**src/hw/rtl/efpf_pkg.sv**
```systemverilog
package efpf_pkg;

  // link framing bytes
  localparam logic [7:0] HEADER_BYTE = 8'h47;
  localparam logic [7:0] LINE_FEED   = 8'h0A;

  // frame layout: position bytes and shortest usable frame
  localparam int unsigned POS_FIRST_IDX   = 2;
  localparam int unsigned POS_LAST_IDX    = 5;
  localparam int unsigned MIN_FRAME_BYTES = 6;

  // datapath widths
  localparam int unsigned POS_W   = 32;
  localparam int unsigned ANGLE_W = 35;
  localparam int unsigned DPT_W   = 24;
  localparam int unsigned PROD_W  = POS_W + DPT_W;
  localparam int unsigned MAG_W   = PROD_W - 7;
  localparam int unsigned ACC_W   = MAG_W + 2;
  localparam int unsigned WRAP_W  = 25;

  // angle constants, Q.16 degrees
  localparam logic [WRAP_W-1:0]       FULL_TURN_Q16 = 25'd23592960;
  localparam logic signed [ACC_W-1:0] ANGLE_MAX     = 51'sd17179869183;
  localparam logic signed [ACC_W-1:0] ANGLE_MIN     = -51'sd17179869184;
  localparam logic [PROD_W:0]         ROUND_HALF    = 57'd128;

  typedef enum logic [1:0] {
    OUT_UPDATED = 2'd0,
    OUT_NOISE   = 2'd1,
    OUT_JUMP    = 2'd2,
    OUT_SHORT   = 2'd3
  } outcome_e;

  typedef enum logic [2:0] {
    REG_AXIS_MODE        = 3'd0,
    REG_HOME_TICKS       = 3'd1,
    REG_DEGREES_PER_TICK = 3'd2,
    REG_HOME_DEGREES     = 3'd3,
    REG_NOISE_TOLERANCE  = 3'd4,
    REG_JUMP_LIMIT       = 3'd5
  } reg_idx_e;

  typedef struct packed {
    logic        axis_mode;
    logic [23:0] home_ticks;
    logic [23:0] degrees_per_tick;
    logic [24:0] home_degrees;
    logic [15:0] noise_tolerance;
    logic [15:0] jump_limit;
  } cfg_t;

  // register reset values
  localparam logic        RST_AXIS_MODE        = 1'b0;
  localparam logic [23:0] RST_HOME_TICKS       = 24'd221329;
  localparam logic [23:0] RST_DEGREES_PER_TICK = 24'd82850;
  localparam logic [24:0] RST_HOME_DEGREES     = 25'd5859172;
  localparam logic [15:0] RST_NOISE_TOLERANCE  = 16'd0;
  localparam logic [15:0] RST_JUMP_LIMIT       = 16'd2000;

  // completed frame from the framer
  typedef struct packed {
    logic             short_frame;
    logic [POS_W-1:0] pos;
  } frame_t;

  // filter decision handed to the angle pipeline
  typedef struct packed {
    logic [POS_W-1:0] pos;
    outcome_e         outcome;
    logic             updated;
  } filt_t;

  function automatic logic [POS_W-1:0] abs_diff(input logic [POS_W-1:0] a,
                                                 input logic [POS_W-1:0] b);
    abs_diff = (a > b) ? (a - b) : (b - a);
  endfunction

endpackage

```
**src/hw/rtl/encoder_frame_position_filter.sv**
```systemverilog
// Path: the frame register loads on the edge that accepts the byte closing its frame, then
// the filter register, three angle stages and the output register take the result in turn.
// Throughput: one byte per cycle; stalls only when the pipeline ahead is full.
// The 32x24 multiply in the angle pipeline sets the stage depth.
// Reset (rst_ni low, asynchronous): framer idle, accepted and published position and
// angle cleared, configuration registers at their documented reset values.
module encoder_frame_position_filter import efpf_pkg::*; #(
  parameter int unsigned FRAME_BYTES = 16
) (
  input  logic        clk_i,
  input  logic        rst_ni,
  // input stream
  input  logic        s_tvalid,
  output logic        s_tready,
  input  logic [7:0]  s_tdata,   // [7:0] rx_byte
  // result stream
  output logic        m_tvalid,
  input  logic        m_tready,
  output logic [71:0] m_tdata,   // [31:0] position, [66:32] angle, [71:67] zero
  output logic [1:0]  m_tuser,   // [1:0] outcome
  // configuration port
  input  logic        psel,
  input  logic        penable,
  input  logic        pwrite,
  input  logic [4:0]  paddr,
  input  logic [31:0] pwdata,
  output logic [31:0] prdata,
  output logic        pready
);

  cfg_t   cfg;
  logic   frame_valid, frame_ready;
  frame_t frame;
  logic   filt_valid, filt_ready;
  filt_t  filt;
  logic [POS_W-1:0]          position;
  logic signed [ANGLE_W-1:0] angle;
  outcome_e                  outcome;

  efpf_regs u_regs (
    .clk_i   (clk_i),
    .rst_ni  (rst_ni),
    .psel    (psel),
    .penable (penable),
    .pwrite  (pwrite),
    .paddr   (paddr),
    .pwdata  (pwdata),
    .prdata  (prdata),
    .pready  (pready),
    .cfg_o   (cfg)
  );

  efpf_framer #(
    .FRAME_BYTES (FRAME_BYTES)
  ) u_framer (
    .clk_i         (clk_i),
    .rst_ni        (rst_ni),
    .byte_valid_i  (s_tvalid),
    .byte_i        (s_tdata),
    .byte_ready_o  (s_tready),
    .frame_valid_o (frame_valid),
    .frame_o       (frame),
    .frame_ready_i (frame_ready)
  );

  efpf_filter u_filter (
    .clk_i         (clk_i),
    .rst_ni        (rst_ni),
    .cfg_i         (cfg),
    .frame_valid_i (frame_valid),
    .frame_i       (frame),
    .frame_ready_o (frame_ready),
    .res_valid_o   (filt_valid),
    .res_o         (filt),
    .res_ready_i   (filt_ready)
  );

  efpf_angle u_angle (
    .clk_i       (clk_i),
    .rst_ni      (rst_ni),
    .cfg_i       (cfg),
    .in_valid_i  (filt_valid),
    .in_i        (filt),
    .in_ready_o  (filt_ready),
    .out_valid_o (m_tvalid),
    .out_ready_i (m_tready),
    .position_o  (position),
    .angle_o     (angle),
    .outcome_o   (outcome)
  );

  // result packing
  assign m_tdata = {5'b0, angle, position};
  assign m_tuser = outcome;

`ifndef ASSERT_OFF
  // input is held back only by a pending frame
  a_ready_blocked: assert property (@(posedge clk_i) disable iff (!rst_ni)
    !s_tready |-> frame_valid)
    else $error("input stalled with no pending frame");

  // a new frame appears only right after an accepted byte
  a_frame_source: assert property (@(posedge clk_i) disable iff (!rst_ni)
    $rose(frame_valid) |-> $past(s_tvalid && s_tready))
    else $error("frame raised without an accepted byte");

  // a short frame never moves the filter into updating
  a_short_no_update: assert property (@(posedge clk_i) disable iff (!rst_ni)
    filt_valid && filt.outcome == OUT_SHORT |-> !filt.updated)
    else $error("short frame marked as update");
`endif

endmodule

```
**src/hw/rtl/efpf_regs.sv**
```systemverilog
module efpf_regs import efpf_pkg::*; (
  input  logic        clk_i,
  input  logic        rst_ni,
  input  logic        psel,
  input  logic        penable,
  input  logic        pwrite,
  input  logic [4:0]  paddr,
  input  logic [31:0] pwdata,
  output logic [31:0] prdata,
  output logic        pready,
  output cfg_t        cfg_o
);

  cfg_t     cfg_q;
  logic     wr_en;
  reg_idx_e idx;

  assign pready = 1'b1;
  assign wr_en  = psel && penable && pwrite;
  assign idx    = reg_idx_e'(paddr[4:2]);
  assign cfg_o  = cfg_q;

  // register writes
  always_ff @(posedge clk_i or negedge rst_ni) begin
    if (!rst_ni) begin
      cfg_q.axis_mode        <= RST_AXIS_MODE;
      cfg_q.home_ticks       <= RST_HOME_TICKS;
      cfg_q.degrees_per_tick <= RST_DEGREES_PER_TICK;
      cfg_q.home_degrees     <= RST_HOME_DEGREES;
      cfg_q.noise_tolerance  <= RST_NOISE_TOLERANCE;
      cfg_q.jump_limit       <= RST_JUMP_LIMIT;
    end else if (wr_en) begin
      case (idx)
        REG_AXIS_MODE:        cfg_q.axis_mode        <= pwdata[0];
        REG_HOME_TICKS:       cfg_q.home_ticks       <= pwdata[23:0];
        REG_DEGREES_PER_TICK: cfg_q.degrees_per_tick <= pwdata[23:0];
        REG_HOME_DEGREES:     cfg_q.home_degrees     <= pwdata[24:0];
        REG_NOISE_TOLERANCE:  cfg_q.noise_tolerance  <= pwdata[15:0];
        REG_JUMP_LIMIT:       cfg_q.jump_limit       <= pwdata[15:0];
        default: ;
      endcase
    end
  end

  // read mux
  always_comb begin
    case (idx)
      REG_AXIS_MODE:        prdata = {31'b0, cfg_q.axis_mode};
      REG_HOME_TICKS:       prdata = {8'b0, cfg_q.home_ticks};
      REG_DEGREES_PER_TICK: prdata = {8'b0, cfg_q.degrees_per_tick};
      REG_HOME_DEGREES:     prdata = {7'b0, cfg_q.home_degrees};
      REG_NOISE_TOLERANCE:  prdata = {16'b0, cfg_q.noise_tolerance};
      REG_JUMP_LIMIT:       prdata = {16'b0, cfg_q.jump_limit};
      default:              prdata = '0;
    endcase
  end

endmodule

```
**src/hw/rtl/efpf_framer.sv**
```systemverilog
module efpf_framer import efpf_pkg::*; #(
  parameter int unsigned FRAME_BYTES = 16
) (
  input  logic       clk_i,
  input  logic       rst_ni,
  input  logic       byte_valid_i,
  input  logic [7:0] byte_i,
  output logic       byte_ready_o,
  output logic       frame_valid_o,
  output frame_t     frame_o,
  input  logic       frame_ready_i
);

  localparam int unsigned CW = $clog2(FRAME_BYTES + 1);
  localparam logic [CW-1:0] FULL_CNT  = CW'(FRAME_BYTES);
  localparam logic [CW-1:0] MIN_CNT   = CW'(MIN_FRAME_BYTES);
  localparam logic [CW-1:0] POS_FIRST = CW'(POS_FIRST_IDX);
  localparam logic [CW-1:0] POS_LAST  = CW'(POS_LAST_IDX);
  localparam logic [CW-1:0] ONE_CNT   = CW'(1);

  logic [CW-1:0]    count_q, count_d, cnt_inc, end_cnt;
  logic [POS_W-1:0] pos_q, pos_d;
  logic             fire, end_frame;
  logic             frame_valid_q;
  frame_t           frame_q;

  assign byte_ready_o  = !frame_valid_q || frame_ready_i;
  assign fire          = byte_valid_i && byte_ready_o;
  assign cnt_inc       = count_q + ONE_CNT;
  assign frame_valid_o = frame_valid_q;
  assign frame_o       = frame_q;

  // hunt for header, count bytes, collect the position bytes
  always_comb begin
    count_d   = count_q;
    pos_d     = pos_q;
    end_frame = 1'b0;
    end_cnt   = count_q;
    if (fire) begin
      if (count_q == '0) begin
        if (byte_i == HEADER_BYTE) count_d = ONE_CNT;
      end else if (byte_i != LINE_FEED) begin
        if (count_q >= POS_FIRST && count_q <= POS_LAST) begin
          pos_d = {pos_q[POS_W-9:0], byte_i};
        end
        if (cnt_inc == FULL_CNT) begin
          end_frame = 1'b1;
          end_cnt   = cnt_inc;
          count_d   = '0;
        end else begin
          count_d = cnt_inc;
        end
      end else begin
        end_frame = 1'b1;
        count_d   = '0;
      end
    end
  end

  always_ff @(posedge clk_i or negedge rst_ni) begin
    if (!rst_ni) begin
      count_q       <= '0;
      frame_valid_q <= 1'b0;
    end else begin
      count_q <= count_d;
      if (end_frame) begin
        frame_valid_q <= 1'b1;
      end else if (frame_ready_i) begin
        frame_valid_q <= 1'b0;
      end
    end
  end

  // position bytes and frame register
  always_ff @(posedge clk_i) begin
    pos_q <= pos_d;
    if (end_frame) begin
      frame_q.short_frame <= (end_cnt < MIN_CNT);
      frame_q.pos         <= pos_q;
    end
  end

endmodule

```
**src/hw/rtl/efpf_filter.sv**
```systemverilog
module efpf_filter import efpf_pkg::*; (
  input  logic   clk_i,
  input  logic   rst_ni,
  input  cfg_t   cfg_i,
  input  logic   frame_valid_i,
  input  frame_t frame_i,
  output logic   frame_ready_o,
  output logic   res_valid_o,
  output filt_t  res_o,
  input  logic   res_ready_i
);

  logic [POS_W-1:0] acc_q, pub_q;
  logic [POS_W-1:0] acc_new, jump_diff, pub_diff;
  logic             jump, noisy, take;
  logic             res_valid_q;
  filt_t            res_q, res_d;

  assign frame_ready_o = !res_valid_q || res_ready_i;
  assign take          = frame_valid_i && frame_ready_o;
  assign res_valid_o   = res_valid_q;
  assign res_o         = res_q;

  // jump rejection, then noise gate against the published position
  always_comb begin
    jump_diff = abs_diff(acc_q, frame_i.pos);
    jump      = (acc_q != '0) && (jump_diff > {16'b0, cfg_i.jump_limit});
    acc_new   = jump ? acc_q : frame_i.pos;
    pub_diff  = abs_diff(pub_q, acc_new);
    noisy     = pub_diff > {16'b0, cfg_i.noise_tolerance};
    if (frame_i.short_frame) begin
      res_d.pos     = pub_q;
      res_d.outcome = OUT_SHORT;
      res_d.updated = 1'b0;
    end else begin
      res_d.pos     = noisy ? acc_new : pub_q;
      res_d.outcome = jump ? OUT_JUMP : (noisy ? OUT_UPDATED : OUT_NOISE);
      res_d.updated = noisy;
    end
  end

  always_ff @(posedge clk_i or negedge rst_ni) begin
    if (!rst_ni) begin
      acc_q       <= '0;
      pub_q       <= '0;
      res_valid_q <= 1'b0;
    end else begin
      if (frame_ready_o) res_valid_q <= frame_valid_i;
      if (take && !frame_i.short_frame) begin
        acc_q <= acc_new;
        pub_q <= res_d.pos;
      end
    end
  end

  always_ff @(posedge clk_i) begin
    if (take) res_q <= res_d;
  end

endmodule

```
**src/hw/rtl/efpf_angle.sv**
```systemverilog
module efpf_angle import efpf_pkg::*; (
  input  logic                      clk_i,
  input  logic                      rst_ni,
  input  cfg_t                      cfg_i,
  input  logic                      in_valid_i,
  input  filt_t                     in_i,
  output logic                      in_ready_o,
  output logic                      out_valid_o,
  input  logic                      out_ready_i,
  output logic [POS_W-1:0]          position_o,
  output logic signed [ANGLE_W-1:0] angle_o,
  output outcome_e                  outcome_o
);

  // stage 1: tick distance from home
  logic               s1_v;
  filt_t              s1_res;
  logic [POS_W-1:0]   s1_mag;
  logic               s1_neg;
  // stage 2: product in Q.24
  logic               s2_v;
  filt_t              s2_res;
  logic [PROD_W-1:0]  s2_prod;
  logic               s2_neg;
  // stage 3: rounded and signed angle before wrap
  logic               s3_v;
  filt_t              s3_res;
  logic signed [ACC_W-1:0] s3_a;
  logic [WRAP_W-1:0]  s3_w;
  // output register
  logic               out_v;
  logic [POS_W-1:0]   pos_q;
  logic signed [ANGLE_W-1:0] angle_q;
  outcome_e           outcome_q;

  logic s1_ready, s2_ready, s3_ready, out_ready;
  logic [POS_W-1:0]        home_ext;
  logic [PROD_W:0]         rnd;
  logic [MAG_W-1:0]        m;
  logic signed [ACC_W-1:0] m_ext, h_ext, a_d, w_ext, wrapped, sat;

  assign out_ready  = !out_v || out_ready_i;
  assign s3_ready   = !s3_v || out_ready;
  assign s2_ready   = !s2_v || s3_ready;
  assign s1_ready   = !s1_v || s2_ready;
  assign in_ready_o = s1_ready;

  assign out_valid_o = out_v;
  assign position_o  = pos_q;
  assign angle_o     = angle_q;
  assign outcome_o   = outcome_q;

  assign home_ext = {8'b0, cfg_i.home_ticks};

  // round Q.24 to Q.16 and apply the axis rule
  always_comb begin
    rnd   = {1'b0, s2_prod} + ROUND_HALF;
    m     = rnd[PROD_W:8];
    m_ext = signed'({2'b0, m});
    h_ext = signed'({{(ACC_W-WRAP_W){1'b0}}, cfg_i.home_degrees});
    if (!cfg_i.axis_mode) begin
      a_d = s2_neg ? -m_ext : m_ext;
    end else begin
      a_d = h_ext - m_ext;
    end
  end

  // wrap into range, then clamp to the output width
  always_comb begin
    w_ext = signed'({{(ACC_W-WRAP_W){1'b0}}, s3_w});
    if (s3_a > w_ext) begin
      wrapped = s3_a - w_ext;
    end else if (s3_a < 0) begin
      wrapped = s3_a + w_ext;
    end else begin
      wrapped = s3_a;
    end
    if (wrapped > ANGLE_MAX) begin
      sat = ANGLE_MAX;
    end else if (wrapped < ANGLE_MIN) begin
      sat = ANGLE_MIN;
    end else begin
      sat = wrapped;
    end
  end

  // stage valids
  always_ff @(posedge clk_i or negedge rst_ni) begin
    if (!rst_ni) begin
      s1_v    <= 1'b0;
      s2_v    <= 1'b0;
      s3_v    <= 1'b0;
      out_v   <= 1'b0;
      angle_q <= '0;
    end else begin
      if (s1_ready)  s1_v  <= in_valid_i;
      if (s2_ready)  s2_v  <= s1_v;
      if (s3_ready)  s3_v  <= s2_v;
      if (out_ready) out_v <= s3_v;
      // published angle is held in the output register
      if (s3_v && out_ready && s3_res.updated) angle_q <= sat[ANGLE_W-1:0];
    end
  end

  // stage payloads
  always_ff @(posedge clk_i) begin
    if (in_valid_i && s1_ready) begin
      s1_res <= in_i;
      s1_mag <= abs_diff(home_ext, in_i.pos);
      s1_neg <= in_i.pos > home_ext;
    end
    if (s1_v && s2_ready) begin
      s2_res  <= s1_res;
      s2_prod <= PROD_W'(s1_mag) * PROD_W'(cfg_i.degrees_per_tick);
      s2_neg  <= s1_neg;
    end
    if (s2_v && s3_ready) begin
      s3_res <= s2_res;
      s3_a   <= a_d;
      s3_w   <= cfg_i.axis_mode ? cfg_i.home_degrees : FULL_TURN_Q16;
    end
    if (s3_v && out_ready) begin
      pos_q     <= s3_res.pos;
      outcome_q <= s3_res.outcome;
    end
  end

endmodule
```
**config.mk**
```make
export PLATFORM = sky130hd
export DESIGN_NAME = encoder_frame_position_filter
export DESIGN_NICKNAME = d
export VERILOG_FILES = /design/src/hw/rtl/efpf_pkg.sv /design/src/hw/rtl/encoder_frame_position_filter.sv /design/src/hw/rtl/efpf_regs.sv /design/src/hw/rtl/efpf_framer.sv /design/src/hw/rtl/efpf_filter.sv /design/src/hw/rtl/efpf_angle.sv
export SDC_FILE = /design/constraint.sdc
export NUM_CORES = 2
export LEC_CHECK = 0
export BUFFER_PORTS_ARGS = -buffer_cell sky130_fd_sc_hd__buf_4
export CORE_MARGIN = 2
export CORE_UTILIZATION = 35
export CTS_CLUSTER_SIZE = 8
export DETAILED_ROUTE_END_ITERATION = 16
export PLACE_DENSITY = 0.56
export SYNTH_ARGS = -nofsm -noshare
export SYNTH_HDL_FRONTEND = slang
export SYNTH_SLANG_ARGS = --single-unit
```
**constraint.sdc**
```tcl
create_clock -name clk_i -period 11 [get_ports clk_i]
set_input_delay 1.65 -clock clk_i [delete_from_list [all_inputs] [get_ports clk_i]]
set_output_delay 1.65 -clock clk_i [all_outputs]
set_load 0.03 [all_outputs]
```
**Word-level counts from Yosys, hierarchy flattened**

Index checks and enable logic that the tools add are counted.

- $lt $le $gt $ge: 13
- Reduce and logical (&&, ||, !) cells: 38
- Bitwise gates (word level): 1
- Multipliers: 1
- Add/sub/neg operators: 12
- Multiplexer cells: 29
- Equality and inequality tests: 9

Operators by type and width:

| kind | count |
|---|---|
| two-way mux 51 bit | 4 |
| two-way mux 32 bit | 5 |
| case mux 25 bit (6 select lines) | 1 |
| subtractor 32 bit | 4 |
| two-way mux 35 bit | 3 |
| greater-than comparator 32 x 16 -> 1 bit | 2 |
| greater-than comparator 32 bit | 2 |
| adder 56 x 8 -> 57 bit, second input constant | 1 |
| multiplier 32 x 24 -> 56 bit | 1 |
| adder 51 x 26 -> 51 bit | 1 |
| greater-than comparator 51 x 26 -> 1 bit | 1 |
| greater-than comparator 51 x 35 -> 1 bit, second input constant | 1 |
| less-than comparator 51 x 1 -> 1 bit, second input constant | 1 |
| less-than comparator 51 x 35 -> 1 bit, second input constant | 1 |
| negation 49 -> 51 bit | 1 |
| subtractor 51 x 26 -> 51 bit | 1 |
| subtractor 25 x 49 -> 50 bit | 1 |
| two-way mux 5 bit | 8 |
| greater-than comparator 24 x 32 -> 1 bit | 1 |
| greater-than comparator 32 x 24 -> 1 bit | 1 |
| nonzero test 32 bit | 1 |
| subtractor 24 x 32 -> 32 bit | 1 |
| subtractor 32 x 24 -> 32 bit | 1 |
| AND reduction 2 bit | 7 |
| 22 further kinds | 52 |

- Register bits: 621
- Input bits: 52

**Depth between registers and ports, before layout**

- Depth in word-level cells: 11
- Gate-level depth with buffers: 67

**By module**

A second synthesis with hierarchy kept.

- Cells, all modules: 7200
- Area, all modules: 66751.5 um2

Modules (own cells, without submodules):

| module | cells an instance | times used | area each (um2) |
|---|---|---|---|
| efpf_angle | 4936 | 1 | 45894.0 |
| efpf_filter | 1769 | 1 | 13242.7 |
| efpf_regs | 367 | 1 | 5121.2 |
| efpf_framer | 122 | 1 | 2452.4 |
| encoder_frame_position_filter | 6 | 1 | 41.3 |

**Worst setup path before layout**

OpenSTA, ideal clock, no wires.

- Path type: register -> register
- From: register u_filter.acc_q[0]
- To: register u_filter.res_q, in the netlist u_filter.res_o[34], data pin
- Clock period less this slack: 11760 ps
- Path slack: -760 ps
- Arrival time: 11498 ps
- Cell stages (with the launch flop): 64
- Path buffers: 8
- Path through: dfrtp_1 inv_1 ha_1 inv_1 fa_1 a21oi_1 o211ai_1 a22oi_1 a221oi_4 o21ai_4 buf_6 clkbuf_1 clkbuf_1 a41oi_1 xor2_1 ha_1 nand3_1 nor2_1 (+28 left out) o21a_1 o21a_1 o21a_1 o21a_1 o21a_1 o21a_1 o21ai_0 nand2_1 a21o_1 a21oi_1 a21oi_1 a211oi_1 nand3b_1 nor4_1 o211ai_1 nor4b_4 a21oi_2 mux2_1

RTL lines:

| what | RTL line | text |
|---|---|---|
| start: declaration | efpf_filter.sv:13 | `logic [POS_W-1:0] acc_q, pub_q;` |
| start signal: assignment | efpf_filter.sv:50 | `acc_q <= acc_new;` |
| end signal: assignment | efpf_filter.sv:57 | `if (take) res_q <= res_d;` |
| end: declaration | efpf_filter.sv:17 | `filt_t res_q, res_d;` |

==> flow_metrics.env <==
export IMPL_cts_tree="done"
export IMPL_track_usage_pct=21.67
export IMPL_ff2ff_setup_slack_ns=0.01
export IMPL_skew_ns=0.08703
export IMPL_slew_headroom_pct=14.19
export IMPL_placed_cell_area_sq_mm=0.07056
export IMPL_synth_edf_count=398
export IMPL_layoutNonFillerInstCount=9779
export IMPL_fin_nets=8509
export IMPL_switchingPower_mw=11.79
export IMPL_viasPerCell=5.223
export IMPL_avgSynthCellArea_sq_um=9.291
export IMPL_io_pins=161
export IMPL_cp_arrival_ns=11.42
export IMPL_async_flop_share_pct=35.18
export IMPL_drive_gt1_share_pct=14.73
export IMPL_finalWirelength_mm=202.1
export IMPL_hold_viol_final=0
export IMPL_fmax_ghz=0.09101
export IMPL_drc=0
export IMPL_max_cap_violations=0
export IMPL_ys_ff_latch=614
export IMPL_grt_pass1_vias=52940
export IMPL_criticalPathCategory="reg -> reg"
export IMPL_rsz0062_at_grt="yes"
export IMPL_io_buffer_count=138
export IMPL_fin_crit_sh_pct=99.88
export IMPL_clockPowerShare_pct=10.9
export IMPL_dieHeight_um=431.2
export IMPL_min_to="u_angle.s2_res[0]"
export IMPL_worst_slack_ns=0.01266
export IMPL_reg2reg_depth=60
export IMPL_synthFlopType="edfxtp_1"
export IMPL_path_max_fanout=8
export IMPL_syn_inst=6874
export IMPL_syn_cell_area_sq_mm=0.06386
export IMPL_core_area_sq_mm=0.1809
export IMPL_intPower_mw=13.15
export IMPL_fin_util_pct=41.12
export IMPL_die_area_sq_mm=0.1859
export IMPL_clk_latency_ns=0.76
export IMPL_seq_power_share_pct=15.5
export IMPL_dp_hpwl_mm=160.2
export IMPL_p_leak_nw=33.18
export IMPL_multi_input_area_sq_mm=0.04198
export IMPL_worst_pin_slew_ns=1.269
export IMPL_place_ws_ns=-0.7590
export IMPL_syn2layout_area_growth_pct=16.49
export IMPL_status="finished, final reports clean"
export IMPL_ir_drop_mv=0.8481
export IMPL_dp_cells=9559
export IMPL_critPathSlowestCell="fa_2"
export IMPL_initial_core_util_pct=35.30
export IMPL_yosysUniqueCellTypes=105
export IMPL_p_per_area_mw_per_mm2=335.3
export IMPL_worstHoldPathCells=0
export IMPL_ys_warn_count=0
export IMPL_ys_seq_area_share_pct=27.24
export IMPL_end_kind="flop"
export IMPL_antenna_found_initial=11
export IMPL_place_congestion=0.9177
export IMPL_cpMostUsedCell="o21a_1"
export IMPL_start_kind="flop"
export IMPL_grt_overflow_total=0
export IMPL_power_frac_comb_pct=73.6
export IMPL_crit_required_ns=11.44
export IMPL_grt_first_pass_wirelength_mm=311.1
export IMPL_cts_made_buffers=90
export IMPL_antenna_left=0
export IMPL_wl_per_cell_um=20.67
export IMPL_htree_levels=3
export IMPL_period_minus_slack_ns=10.99
export IMPL_setup_viol=0
export IMPL_stdcell_area_sq_mm=0.07440
export IMPL_grt_max_degree=129
export IMPL_cts_sinks=614
export IMPL_layout_area_seq_sq_mm=0.01740
export IMPL_firstDrtPassIters=6
export IMPL_root_buffer="clkbuf_16"
export IMPL_r2r_end="u_filter.res_o[18]"
export IMPL_die_width_um=431.2
export IMPL_hold_path_class="reg -> reg"
export IMPL_slowest_delay_ns=0.41
export IMPL_netSwitchingFraction_pct=47.29
export IMPL_std_cell_rows=156
export IMPL_min_from="u_angle.s1_res[0]"
export IMPL_vias=51080
export IMPL_fill_cells=17810
export IMPL_r2r_start="u_filter.acc_q[0]"
export IMPL_slew_violations=0
export IMPL_ctsLongestPathBuffers=3
export IMPL_clk_pin_slew_ns=0.05
export IMPL_initialDrtViolationCount=3734
-- repair_timing --
| item | 4_1_cts | 5_1_grt |
|---|---|---|
| endpoints found under the setup margin | 66 | 66 |
| pin swaps | 21 | 69 |
| cloned | 2 | 2 |
| resized for setup | 34 | 116 |
| buffers inserted | 13 | 31 |
| hold buffers | 0 | 0 |
-- per-stage QoR --
| step | power [mW] | hold WS (ns) | TNS [ns] |
|---|---|---|---|
| 2_1_floorplan | 17.16 | 0.4003 | 0 |
| 3_3_place_gp | 21.81 | 0.4010 | -39.63 |
| 3_5_place_dp | 22.11 | 0.4045 | -45.13 |
| 4_1_cts | 25.07 | 0.4083 | 0 |
| 5_1_grt | 27.70 | 0.4195 | -24.01 |
| 6_report | 24.94 | 0.3924 | 0 |
-- synth_stat cells (85+ instances only) --
| master | instances | share of area (%) |
|---|---|---|
| inv_1 | 984 | 5.8 |
| nand2_1 | 847 | 5.0 |
| fa_1 | 666 | 21 |
| ha_1 | 464 | 9.1 |
| a21oi_1 | 423 | 3.3 |
| edfxtp_1 | 398 | 19 |
| nor2_1 | 390 | 2.3 |
| clkbuf_1 | 306 | 1.8 |
| and2_1 | 301 | 2.9 |
| o21ai_0 | 256 | 2.0 |
| dfrtp_1 | 184 | 7.2 |
| xnor2_1 | 173 | 2.4 |
| a21o_1 | 122 | 1.4 |
| mux2i_1 | 109 | 1.7 |
| nand3_1 | 90 | 0.71 |
| nor3_1 | 88 | 0.69 |
| xor2_1 | 85 | 1.2 |
-- state kept, by name, indices dropped and copies added, names as in the netlist, 33 cells and up --
signal / cells
u_angle.angle_o: 35
u_regs.cfg_o: 106
u_angle.s3_a: 51
u_angle.s2_res: 35
u_angle.s1_res: 35
u_angle.s2_prod: 49
u_framer.frame_o: 33
u_angle.s3_res: 35
u_filter.res_o: 35
-- per-layer routing --
layer	vias to the layer above	routed length, um	GRT usage, %
met1	25600	83950	26.80
met4	4	9303	9.456
li1	23640	-	-
met5	-	34	0
met3	393	9879	2.798
met2	1443	98960	37.75
-- critical path: cells and delay by family, from the launching register on --
family                     cells  cell delay, ns
and+or+nand+nor               13            2.27
adders and majority gates      5            1.49
xor gates and xnor gates       2            0.44
DFF                            1            0.39
AOI/OAI and AO/OA             31            4.88
muxes                          2            0.35
buffers and inverters          7            0.83
-- area by class of cell --
type,instances,share of cell area (%)
Antenna cell,4,0.01345
Clock buffer,159,3.416
Multi-Input combinational cell,4924,56.42
Clock inverter,11,0.3380
Sequential cell,614,23.39
Tap cell,2370,3.986
Inverter,986,4.975
Timing Repair Buffer,711,7.457
-- power groups by stage --
stage	Combinational [mW]	Sequential [mW]	Clock (mW)
after floorplan	13.5	3.69	0
after global placement	17.9	3.90	0
after detailed placement	18.2	3.91	0
after CTS	18.4	3.86	2.78
after global routing	20.9	3.88	2.87
final	18.4	3.87	2.72
-- worst max-delay path by stage --
stage	end	slack (ns)	cells past startpoint	startpoint
CTS	u_filter.res_o[14]	0.002	60	u_filter.acc_q[0]
finish	u_filter.res_o[18]	0.01	60	u_filter.acc_q[0]
floorplan	u_filter.res_o[34]	0.08	64	u_filter.acc_q[0]
global placement	u_filter.res_o[16]	-0.66	58	u_filter.acc_q[0]
global route	u_filter.res_o[17]	-0.47	62	u_filter.acc_q[0]
detailed placement	u_filter.res_o[15]	-0.76	58	u_filter.acc_q[0]
-- cells in the final DEF, fill, tap and decap left out, types with 88 or more instances in the layout --
cell / synthesis / layout
a21o_1: 122 / 120
nor2_1: 390 / 377
xnor2_1: 173 / 172
nand2_1: 847 / 839
edfxtp_1: 398 / 398
inv_1: 984 / 981
fa_1: 666 / 665
and2_1: 301 / 297
buf_4: 19 / 686
mux2i_1: 109 / 108
ha_1: 464 / 452
o21ai_0: 256 / 243
clkbuf_16: 0 / 93
a21oi_1: 423 / 395
dfrtp_1: 184 / 178
nand3_1: 90 / 88
-- logic make-up after synthesis --
group	Yosys count	share of synthesized area, %
compound gates	1257	12.62
other cells	2	0.01176
mux	181	2.978
buf+inv	1347	8.181
flops	614	27.24
simple gates	2085	15.46
fa+ha+maj	1130	29.97
xor+xnor	258	3.538
No activity file was read; power rests on OpenSTA's default activity.
